### src/bmrd_pkg.sv
// ----------------------------------------------------------------------------
// bmrd_pkg
// Shared widths, register indexes and the configuration bundle of the block
// mean and rms decimator.
// ----------------------------------------------------------------------------
`default_nettype none

package bmrd_pkg;

  localparam int BLOCK_W     = 11;
  localparam int DELTA_W     = 21;
  localparam int TICK_W      = 64;
  localparam int OUT_W       = 16;
  localparam int CFG_INDEX_W = 4;
  localparam int CFG_DATA_W  = 32;
  localparam int PROD_W      = BLOCK_W + DELTA_W;

  // register indexes of the configuration port
  localparam logic [CFG_INDEX_W-1:0] CFG_BLOCK_SIZE  = CFG_INDEX_W'(0);
  localparam logic [CFG_INDEX_W-1:0] CFG_DELTA_TICKS = CFG_INDEX_W'(1);

  // effective configuration seen by the front end
  typedef struct packed {
    logic [BLOCK_W-1:0] n;
    logic [DELTA_W-1:0] delta;
    logic               clear;
  } cfg_t;

endpackage

`default_nettype wire

### src/bmrd_queue.sv
// ----------------------------------------------------------------------------
// bmrd_queue
// Two-entry queue carrying finished block sums from the front end to the
// arithmetic back end.
// ----------------------------------------------------------------------------
`default_nettype none

module bmrd_queue #(
  parameter int WIDTH = 8
) (
  input  logic             clk,
  input  logic             rst,
  input  logic             push_valid,
  output logic             push_ready,
  input  logic [WIDTH-1:0] push_data,
  output logic             pop_valid,
  input  logic             pop_ready,
  output logic [WIDTH-1:0] pop_data
);

  logic [WIDTH-1:0] entries [2];
  logic             wr_ptr;
  logic             rd_ptr;
  logic [1:0]       count;
  logic             do_push;
  logic             do_pop;

  assign push_ready = (count != 2'd2);
  assign pop_valid  = (count != 2'd0);
  assign pop_data   = entries[rd_ptr];
  assign do_push    = push_valid && push_ready;
  assign do_pop     = pop_valid && pop_ready;

  // pointers and occupancy
  always_ff @(posedge clk) begin
    if (rst) begin
      wr_ptr <= 1'b0;
      rd_ptr <= 1'b0;
      count  <= 2'd0;
    end else begin
      if (do_push) begin
        wr_ptr <= ~wr_ptr;
      end
      if (do_pop) begin
        rd_ptr <= ~rd_ptr;
      end
      if (do_push && !do_pop) begin
        count <= count + 2'd1;
      end else if (do_pop && !do_push) begin
        count <= count - 2'd1;
      end
    end
  end

  // entry storage
  always_ff @(posedge clk) begin
    if (do_push) begin
      entries[wr_ptr] <= push_data;
    end
  end

endmodule

`default_nettype wire

### src/bmrd_front.sv
// ----------------------------------------------------------------------------
// bmrd_front
// Takes samples, detects tick gaps, squares and accumulates over a block and
// hands each completed block to the queue.
// ----------------------------------------------------------------------------
`default_nettype none

module bmrd_front #(
  parameter int SAMPLE_WIDTH = 16,
  parameter int CNT_W        = 11,
  parameter int SUM_W        = 27,
  parameter int SQ_W         = 42,
  parameter int ENTRY_W      = 8
) (
  input  logic                             clk,
  input  logic                             rst,
  input  bmrd_pkg::cfg_t                   cfg,
  input  logic                             in_valid,
  output logic                             in_ready,
  input  logic signed [SAMPLE_WIDTH-1:0]   sample,
  input  logic signed [bmrd_pkg::TICK_W-1:0] tick,
  output logic                             push_valid,
  input  logic                             push_ready,
  output logic [ENTRY_W-1:0]               push_data
);

  import bmrd_pkg::*;

  // input stage
  logic                           s1_valid;
  logic signed [SAMPLE_WIDTH-1:0] s1_sample;
  logic [2*SAMPLE_WIDTH-1:0]      s1_sq;
  logic [TICK_W-1:0]              s1_tick;
  logic                           s1_gap;
  logic                           s1_fire;
  logic                           in_fire;
  logic signed [2*SAMPLE_WIDTH-1:0] square;

  // gap tracking
  logic              seen_any;
  logic [TICK_W-1:0] expected_tick;

  // accumulators
  logic [CNT_W-1:0]        fill_count;
  logic signed [SUM_W-1:0] running_sum;
  logic [SQ_W-1:0]         running_square_sum;
  logic [TICK_W-1:0]       block_start_tick;

  logic                    restart;
  logic [CNT_W-1:0]        fill_next;
  logic signed [SUM_W-1:0] sum_next;
  logic [SQ_W-1:0]         square_sum_next;
  logic [TICK_W-1:0]       start_next;
  logic                    block_done;

  assign in_fire = in_valid && in_ready;
  assign square  = (2*SAMPLE_WIDTH)'(sample) * (2*SAMPLE_WIDTH)'(sample);

  // accumulate the staged sample
  always_comb begin
    restart         = s1_gap || (fill_count == '0);
    fill_next       = restart ? CNT_W'(1) : fill_count + CNT_W'(1);
    sum_next        = (restart ? '0 : running_sum) + SUM_W'(s1_sample);
    square_sum_next = (restart ? '0 : running_square_sum) + SQ_W'(s1_sq);
    start_next      = restart ? s1_tick : block_start_tick;
    block_done      = (BLOCK_W'(fill_next) == cfg.n);
  end

  assign s1_fire    = s1_valid && (!block_done || push_ready);
  assign in_ready   = !s1_valid || s1_fire;
  assign push_valid = s1_valid && block_done;
  assign push_data  = {sum_next, square_sum_next, cfg.n, cfg.delta, start_next};

  // control state
  always_ff @(posedge clk) begin
    if (rst) begin
      s1_valid      <= 1'b0;
      seen_any      <= 1'b0;
      expected_tick <= '0;
      fill_count    <= '0;
    end else begin
      if (in_fire) begin
        s1_valid <= 1'b1;
      end else if (s1_fire) begin
        s1_valid <= 1'b0;
      end
      if (in_fire) begin
        seen_any      <= 1'b1;
        expected_tick <= $unsigned(tick) + TICK_W'(cfg.delta);
      end
      if (s1_fire) begin
        fill_count <= block_done ? '0 : fill_next;
      end
      // register write drops the partial block
      if (cfg.clear) begin
        seen_any   <= 1'b0;
        fill_count <= '0;
      end
    end
  end

  // staged sample and accumulator payload
  always_ff @(posedge clk) begin
    if (in_fire) begin
      s1_sample <= sample;
      s1_sq     <= $unsigned(square);
      s1_tick   <= $unsigned(tick);
      s1_gap    <= !seen_any || ($unsigned(tick) != expected_tick);
    end
    if (s1_fire) begin
      running_sum        <= sum_next;
      running_square_sum <= square_sum_next;
      block_start_tick   <= start_next;
    end
  end

endmodule

`default_nettype wire

### src/bmrd_back.sv
// ----------------------------------------------------------------------------
// bmrd_back
// Per-block arithmetic: two restoring dividers by the block size, a
// digit-by-digit square root, the last tick and the output register.
// ----------------------------------------------------------------------------
`default_nettype none

module bmrd_back #(
  parameter int SUM_W   = 27,
  parameter int SQ_W    = 42,
  parameter int ENTRY_W = 8
) (
  input  logic                               clk,
  input  logic                               rst,
  input  logic                               pop_valid,
  output logic                               pop_ready,
  input  logic [ENTRY_W-1:0]                 pop_data,
  output logic                               out_valid,
  input  logic                               out_ready,
  output logic signed [bmrd_pkg::OUT_W-1:0]  mean,
  output logic [bmrd_pkg::OUT_W-1:0]         rms,
  output logic signed [bmrd_pkg::TICK_W-1:0] first_tick,
  output logic signed [bmrd_pkg::TICK_W-1:0] last_tick
);

  import bmrd_pkg::*;

  localparam int RT_STEPS = (SQ_W + 1) / 2;
  localparam int RW       = 2 * RT_STEPS;
  localparam int STEP_W   = $clog2(SQ_W);

  localparam logic [2:0] ST_IDLE = 3'd0;
  localparam logic [2:0] ST_DIV  = 3'd1;
  localparam logic [2:0] ST_ROOT = 3'd2;
  localparam logic [2:0] ST_MUL  = 3'd3;
  localparam logic [2:0] ST_DONE = 3'd4;

  logic [2:0] state;

  // unpacked queue entry
  logic signed [SUM_W-1:0] e_sum;
  logic [SQ_W-1:0]         e_sq;
  logic [BLOCK_W-1:0]      e_n;
  logic [DELTA_W-1:0]      e_delta;
  logic [TICK_W-1:0]       e_first;
  logic [SUM_W-1:0]        e_mag;

  // working registers
  logic                neg;
  logic [BLOCK_W-1:0]  n_r;
  logic [DELTA_W-1:0]  delta_r;
  logic [TICK_W-1:0]   first_r;
  logic [SQ_W-1:0]     qa;
  logic [SQ_W-1:0]     qb;
  logic [BLOCK_W-1:0]  ra;
  logic [BLOCK_W-1:0]  rb;
  logic [STEP_W-1:0]   step;
  logic [RW-1:0]       x;
  logic [RW-1:0]       res;
  logic [RW-1:0]       bitv;
  logic [PROD_W-1:0]   prod;

  // step results
  logic [BLOCK_W:0]   ta;
  logic [BLOCK_W:0]   tb;
  logic               ge_a;
  logic               ge_b;
  logic [BLOCK_W-1:0] ra_next;
  logic [BLOCK_W-1:0] rb_next;
  logic [RW:0]        trial;
  logic               ge_r;
  logic [RW-1:0]      x_next;
  logic [RW-1:0]      res_next;
  logic               out_free;

  assign {e_sum, e_sq, e_n, e_delta, e_first} = pop_data;
  assign e_mag     = e_sum[SUM_W-1] ? $unsigned(-e_sum) : $unsigned(e_sum);
  assign pop_ready = (state == ST_IDLE);
  assign out_free  = !out_valid || out_ready;

  // one restoring division step for each dividend
  always_comb begin
    ta      = {ra, qa[SQ_W-1]};
    tb      = {rb, qb[SQ_W-1]};
    ge_a    = (ta >= {1'b0, n_r});
    ge_b    = (tb >= {1'b0, n_r});
    ra_next = ge_a ? BLOCK_W'(ta - {1'b0, n_r}) : ta[BLOCK_W-1:0];
    rb_next = ge_b ? BLOCK_W'(tb - {1'b0, n_r}) : tb[BLOCK_W-1:0];
  end

  // one square root step
  always_comb begin
    trial    = (RW+1)'(res) + (RW+1)'(bitv);
    ge_r     = ((RW+1)'(x) >= trial);
    x_next   = ge_r ? RW'((RW+1)'(x) - trial) : x;
    res_next = ge_r ? (res >> 1) + bitv : (res >> 1);
  end

  // sequencer
  always_ff @(posedge clk) begin
    if (rst) begin
      state     <= ST_IDLE;
      step      <= '0;
      out_valid <= 1'b0;
    end else begin
      if (out_valid && out_ready) begin
        out_valid <= 1'b0;
      end
      unique case (state)
        ST_IDLE: begin
          if (pop_valid) begin
            state <= ST_DIV;
            step  <= '0;
          end
        end
        ST_DIV: begin
          if (step == STEP_W'(SQ_W - 1)) begin
            state <= ST_ROOT;
            step  <= '0;
          end else begin
            step <= step + STEP_W'(1);
          end
        end
        ST_ROOT: begin
          if (step == STEP_W'(RT_STEPS - 1)) begin
            state <= ST_MUL;
          end else begin
            step <= step + STEP_W'(1);
          end
        end
        ST_MUL: begin
          state <= ST_DONE;
        end
        ST_DONE: begin
          if (out_free) begin
            out_valid <= 1'b1;
            state     <= ST_IDLE;
          end
        end
        default: begin
          state <= ST_IDLE;
        end
      endcase
    end
  end

  // datapath
  always_ff @(posedge clk) begin
    unique case (state)
      ST_IDLE: begin
        if (pop_valid) begin
          neg     <= e_sum[SUM_W-1];
          n_r     <= e_n;
          delta_r <= e_delta;
          first_r <= e_first;
          qa      <= SQ_W'(e_mag);
          qb      <= e_sq;
          ra      <= '0;
          rb      <= '0;
        end
      end
      ST_DIV: begin
        qa <= {qa[SQ_W-2:0], ge_a};
        qb <= {qb[SQ_W-2:0], ge_b};
        ra <= ra_next;
        rb <= rb_next;
        if (step == STEP_W'(SQ_W - 1)) begin
          x    <= RW'({qb[SQ_W-2:0], ge_b});
          res  <= '0;
          bitv <= RW'(1) << (RW - 2);
        end
      end
      ST_ROOT: begin
        x    <= x_next;
        res  <= res_next;
        bitv <= bitv >> 2;
      end
      ST_MUL: begin
        prod <= PROD_W'(delta_r) * PROD_W'(n_r);
      end
      ST_DONE: begin
        if (out_free) begin
          mean       <= neg ? -$signed(qa[OUT_W-1:0]) : $signed(qa[OUT_W-1:0]);
          rms        <= res[OUT_W-1:0];
          first_tick <= $signed(first_r);
          last_tick  <= $signed(first_r + TICK_W'(prod) - TICK_W'(1));
        end
      end
      default: begin
      end
    endcase
  end

endmodule

`default_nettype wire

### src/block_mean_rms_decimator_top.sv
// ----------------------------------------------------------------------------
// block_mean_rms_decimator_top
// Block mean and rms decimator: sums samples and squares over blocks and
// reports mean, rms and the tick span of every completed block.
// ----------------------------------------------------------------------------
// Usage:
//   in channel (in_valid/in_ready, sample, tick) takes one sample request per
//   cycle while the queue has room. A tick that is not the previous tick plus
//   delta_ticks drops the partial block and starts a new one with that sample.
//   out channel (out_valid/out_ready) delivers one result per block.
//   cfg channel (cfg_valid/cfg_ready, cfg_index, cfg_data) writes block_size
//   (index 0) and delta_ticks (index 1); either write drops any partial block.
//   The restoring dividers and the root sequencer work one bit a cycle. The
//   back end takes a new block only when its sequencer is idle; the two-entry
//   block queue holds finished blocks meanwhile.
//   Reset sets block_size and delta_ticks to 1 and empties all stages. A
//   stalled receiver holds the result in the output register; the back end
//   finishes its next block and waits, the queue fills, then input stalls.
// ----------------------------------------------------------------------------
`default_nettype none

module block_mean_rms_decimator_top #(
  parameter int SAMPLE_WIDTH = 16,
  parameter int MAX_BLOCK    = 1024
) (
  input  logic                                    clk,
  input  logic                                    rst,
  input  logic                                    cfg_valid,
  output logic                                    cfg_ready,
  input  logic [bmrd_pkg::CFG_INDEX_W-1:0]        cfg_index,
  input  logic [bmrd_pkg::CFG_DATA_W-1:0]         cfg_data,
  input  logic                                    in_valid,
  output logic                                    in_ready,
  input  logic signed [SAMPLE_WIDTH-1:0]          sample,
  input  logic signed [bmrd_pkg::TICK_W-1:0]      tick,
  output logic                                    out_valid,
  input  logic                                    out_ready,
  output logic signed [bmrd_pkg::OUT_W-1:0]       mean,
  output logic [bmrd_pkg::OUT_W-1:0]              rms,
  output logic signed [bmrd_pkg::TICK_W-1:0]      first_tick,
  output logic signed [bmrd_pkg::TICK_W-1:0]      last_tick
);

  import bmrd_pkg::*;

  localparam int REG_MAX = 2**BLOCK_W - 1;
  localparam int NMAX    = (MAX_BLOCK < REG_MAX) ? MAX_BLOCK : REG_MAX;
  localparam int LOG_N   = $clog2(NMAX);
  localparam int CNT_W   = $clog2(NMAX + 1);
  localparam int SUM_W   = SAMPLE_WIDTH + LOG_N + 1;
  localparam int SQ_W    = 2 * SAMPLE_WIDTH + LOG_N;
  localparam int ENTRY_W = SUM_W + SQ_W + BLOCK_W + DELTA_W + TICK_W;

  logic [BLOCK_W-1:0] block_size;
  logic [DELTA_W-1:0] delta_ticks;
  logic               cfg_fire;
  logic               cfg_known;
  cfg_t               cfg;

  logic               q_push_valid;
  logic               q_push_ready;
  logic [ENTRY_W-1:0] q_push_data;
  logic               q_pop_valid;
  logic               q_pop_ready;
  logic [ENTRY_W-1:0] q_pop_data;

  assign cfg_ready = 1'b1;
  assign cfg_fire  = cfg_valid && cfg_ready;
  assign cfg_known = (cfg_index == CFG_BLOCK_SIZE) || (cfg_index == CFG_DELTA_TICKS);

  // configuration registers
  always_ff @(posedge clk) begin
    if (rst) begin
      block_size  <= BLOCK_W'(1);
      delta_ticks <= DELTA_W'(1);
    end else begin
      if (cfg_fire) begin
        if (cfg_index == CFG_BLOCK_SIZE) begin
          block_size <= cfg_data[BLOCK_W-1:0];
        end
        if (cfg_index == CFG_DELTA_TICKS) begin
          delta_ticks <= cfg_data[DELTA_W-1:0];
        end
      end
    end
  end

  // effective block size: zero means one, clamp at the block limit
  always_comb begin
    priority if (block_size == '0) begin
      cfg.n = BLOCK_W'(1);
    end else if (32'(block_size) > 32'(MAX_BLOCK)) begin
      cfg.n = BLOCK_W'(NMAX);
    end else begin
      cfg.n = block_size;
    end
    cfg.delta = delta_ticks;
    // a known register write drops the partial block at the same edge
    cfg.clear = cfg_fire && cfg_known;
  end

  bmrd_front #(
    .SAMPLE_WIDTH (SAMPLE_WIDTH),
    .CNT_W        (CNT_W),
    .SUM_W        (SUM_W),
    .SQ_W         (SQ_W),
    .ENTRY_W      (ENTRY_W)
  ) u_front (
    .clk        (clk),
    .rst        (rst),
    .cfg        (cfg),
    .in_valid   (in_valid),
    .in_ready   (in_ready),
    .sample     (sample),
    .tick       (tick),
    .push_valid (q_push_valid),
    .push_ready (q_push_ready),
    .push_data  (q_push_data)
  );

  bmrd_queue #(
    .WIDTH (ENTRY_W)
  ) u_queue (
    .clk        (clk),
    .rst        (rst),
    .push_valid (q_push_valid),
    .push_ready (q_push_ready),
    .push_data  (q_push_data),
    .pop_valid  (q_pop_valid),
    .pop_ready  (q_pop_ready),
    .pop_data   (q_pop_data)
  );

  bmrd_back #(
    .SUM_W   (SUM_W),
    .SQ_W    (SQ_W),
    .ENTRY_W (ENTRY_W)
  ) u_back (
    .clk        (clk),
    .rst        (rst),
    .pop_valid  (q_pop_valid),
    .pop_ready  (q_pop_ready),
    .pop_data   (q_pop_data),
    .out_valid  (out_valid),
    .out_ready  (out_ready),
    .mean       (mean),
    .rms        (rms),
    .first_tick (first_tick),
    .last_tick  (last_tick)
  );

endmodule

`default_nettype wire
### config.mk
export PLATFORM = sky130hd
export DESIGN_NAME = block_mean_rms_decimator_top
export DESIGN_NICKNAME = d
export VERILOG_FILES = /design/src/bmrd_pkg.sv /design/src/bmrd_queue.sv /design/src/bmrd_front.sv /design/src/bmrd_back.sv /design/src/block_mean_rms_decimator_top.sv
export SDC_FILE = /design/constraint.sdc
export NUM_CORES = 2
export LEC_CHECK = 0
export ABC_AREA = 1
export BUFFER_PORTS_ARGS = -buffer_cell sky130_fd_sc_hd__clkbuf_2
export CAP_MARGIN = 20
export CORE_MARGIN = 10
export CORE_UTILIZATION = 59
export CTS_CLUSTER_DIAMETER = 100
export CTS_CLUSTER_SIZE = 25
export DETAILED_ROUTE_END_ITERATION = 8
export PLACE_DENSITY = 0.76
export SYNTH_ARGS = -nofsm -noshare
export SYNTH_HDL_FRONTEND = slang
export SYNTH_SLANG_ARGS = --single-unit
### constraint.sdc
create_clock -name clk -period 28.8 [get_ports clk]
set_input_delay 5.76 -clock clk [delete_from_list [all_inputs] [get_ports clk]]
set_output_delay 5.76 -clock clk [all_outputs]
set_load 0.02 [all_outputs]
==> flow_summary.ini <==
[clock_network]
clk_pin_slew_worst_paths_ps = 100
ctsHoldBuffers = 0
cts-root-buf = clkbuf_16
insertion_delay_ps = 730
cts_setup_buffers = 0
cts-htree-levels = 2
cts_max_path_buffers = 3
cts_resized = 0
clock_sinks = 1198
cts_buffers = 58
cts_tree = done

[placed_design]
io_buffers = 271
routabilityCongestion = 0.9728
dp_hpwl_mm = 165.7

[worst_setup_path]
endpoint_kind = register
cp_common_cell = fa_1
crit_family = adder cells
path_class = in2reg
crit_chain = clkbuf_2 > clkinv_1 > nor2_1 > xnor2_1 > ha_1 > fa_1 > fa_1 > fa_1 > fa_1 > inv_1 > fa_1 > inv_1 > ha_1 > nand2_1 > nor4_1 > nand4_1 > nand3_1 > nand2_1 > nand2_1 > a21oi_1 > xnor2_1
worst-path-buf-inv = 4
cp-start-kind = input pin
critPathMaxStageDelay_ps = 650
crit_arrival_ps = 12350
critPathRequiredTime_ps = 29280
r2r_slack_ps = 22040
worst-path-max-fanout = 24
slowest_stage = nor4_1

[timing]
worst_pin_slew_ps = 1060
clock_skew_ps = 48.50
finalCriticalPeriod_ps = 11870
relSlewSlack_pct = 29.36
final_hold_viol_count = 0
fmax_mhz = 84.22
setup_tns_ps = 0
setup_violations = 0
rsz0062_at_grt = false
slew_viol_final = 0
min_period_over_period_pct = 41.23

[synth]
async_flop_share_pct = 0
synthDistinctLibCells = 56
ys_seq_area_share_pct = 43.10
synth_seq_cells = 1198
yosys_warnings = 0
synth_cells = 9148
synth_nets = 10129
syn-cell-area_um2 = 80590
synth_area_per_cell_um2 = 8.809
ys.flop_type = edfxtp_1
synth-edff-count = 1074

[grt]
grt.overflow.total = 0
grtUsageMet2_pct = 46.76
use_met3_pct = 3.396
top_usage_layer = met2
grt_pass1_vias = 61706
grt_pass1_wl_mm = 337.1
antenna_found_initial = 19
met1_usage_pct = 36.75
grt_max_degree = 96
grt_usage_pct = 27.84

[die]
die_y_um = 389.6
design.portCount = 284
rows = 135
die_area_um2 = 151800
initial_utilization_pct = 59.42
coreArea_um2 = 135600
dieWidth_um = 389.6

[route]
avgViaCountPerCell = 5.587
routed_wl_mm = 213.9
via_count = 62186
wl_per_cell_um = 19.22
drcViolationCount = 0
drt_iter0_drc = 5483
drtPass1Iterations = 8
ant_nets = 0

[finish]
final_cell_mix = 2196 x nand2_1, 1580 x inv_1, 1074 x edfxtp_1
regArea_um2 = 34740
area_delta_synth_final_pct = 6.081
drive_gt1_share_pct = 4.840
final_common_cell = nand2_1
multi_input_area_um2 = 38960
n_fill_cell = 11495
fin_nets = 10269

[min_path]
min_path_type = reg2reg

[flow_run]
drv_cap = 0

[outcome]
status = finished clean
==> cell usage after synthesis, drive strengths merged (8+ instances only) <==
library cell | count | area, um2
nand2 | 2199 | 8257
inv | 1590 | 5968
edfxtp | 1074 | 32250
nor2 | 829 | 3132
a21oi | 490 | 2452
ha | 451 | 5643
fa | 409 | 8188
o21ai | 409 | 2051
nand3 | 320 | 1607
xor2 | 239 | 2093
clkbuf | 183 | 686.9
xnor2 | 162 | 1419
dfxtp | 124 | 2482
a31oi | 107 | 669.4
nor3 | 100 | 505.5
nand4 | 80 | 506.7
buf | 51 | 270.3
a21o | 45 | 337.8
nor4 | 42 | 262.8
o21bai | 39 | 304.0
nand3b | 36 | 270.3
or2 | 30 | 187.7
o22ai | 18 | 112.6
a21boi | 17 | 127.6
o211ai | 17 | 127.6
o21a | 13 | 97.59
a221oi | 11 | 96.34
o2111ai | 10 | 87.58
a211oi | 8 | 60.06
a22o | 8 | 70.07
and3 | 8 | 50.05
==> cell families after synthesis <==
group / synth area share [%]
simple gates: 18.37
buf+inv: 8.617
compound gates: 8.336
flops: 43.10
fa+ha+maj: 17.16
xor+xnor: 4.358
mux: 0.04968
other cells: 0.004653
==> area by class of cell <==
class | count | area share [%]
Antenna cell | 12 | 0.03513
Clock buffer | 94 | 1.868
Clock inverter | 16 | 0.2678
Inverter | 1595 | 7.025
Multi-Input combinational cell | 6121 | 45.57
Sequential cell | 1198 | 40.63
Tap cell | 1781 | 2.607
Timing Repair Buffer | 314 | 1.990
==> registers in the layout, summed over array words and instances (netlist names), 16 cells and up, named ones only <==
register                    flops
delta_ticks                    21
u_back.bitv                    21
u_back.delta_r                 21
u_back.first_r                 64
u_back.first_tick              64
u_back.last_tick               64
u_back.mean                    16
u_back.prod                    32
u_back.qa                      42
u_back.qb                      42
u_back.res                     42
u_back.rms                     16
u_back.x                       42
u_front.block_start_tick       64
u_front.expected_tick          64
u_front.running_square_sum     42
u_front.running_sum            27
u_front.s1_sq                  31
u_front.s1_tick                64
u_queue.entries               330
==> metrics by stage <==
step | hold WS [ps] | utilization (%) | area [um2] | instances | setup WS (ps)
2_1_floorplan | 425.7 | - | 80590 | 9148 | 10490
3_3_place_gp | 433.1 | 61.64 | 83610 | 11008 | 16470
3_5_place_dp | 448.4 | 61.66 | 83630 | 11009 | 16320
4_1_cts | 475.7 | 63.01 | 85460 | 11119 | 17050
5_1_grt | 483.9 | 63.02 | 85480 | 11126 | 16670
6_report | 473.6 | 63.03 | 85490 | 11131 | 16930
==> routing by layer <==
metal	vias up	share of wire [%]
li1	29858	-
met1	29748	42
met2	2134	48
met3	430	6.4
met4	16	4.1
met5	-	0.048
==> path summary, 6_finish.rpt <==
kind,startpoint,end,depth (start not counted)
setup reg to reg,u_back.res[4],u_back.x[39],26
hold / removal,u_back.first_r[29],u_back.first_tick[29],0
hold reg to reg,u_back.first_r[29],u_back.first_tick[29],0
setup / recovery,sample[15],u_front.s1_sq[28],21
Power is not shown: default switching activity piles up to over one toggle a cycle in this logic, so the estimate is an artifact.
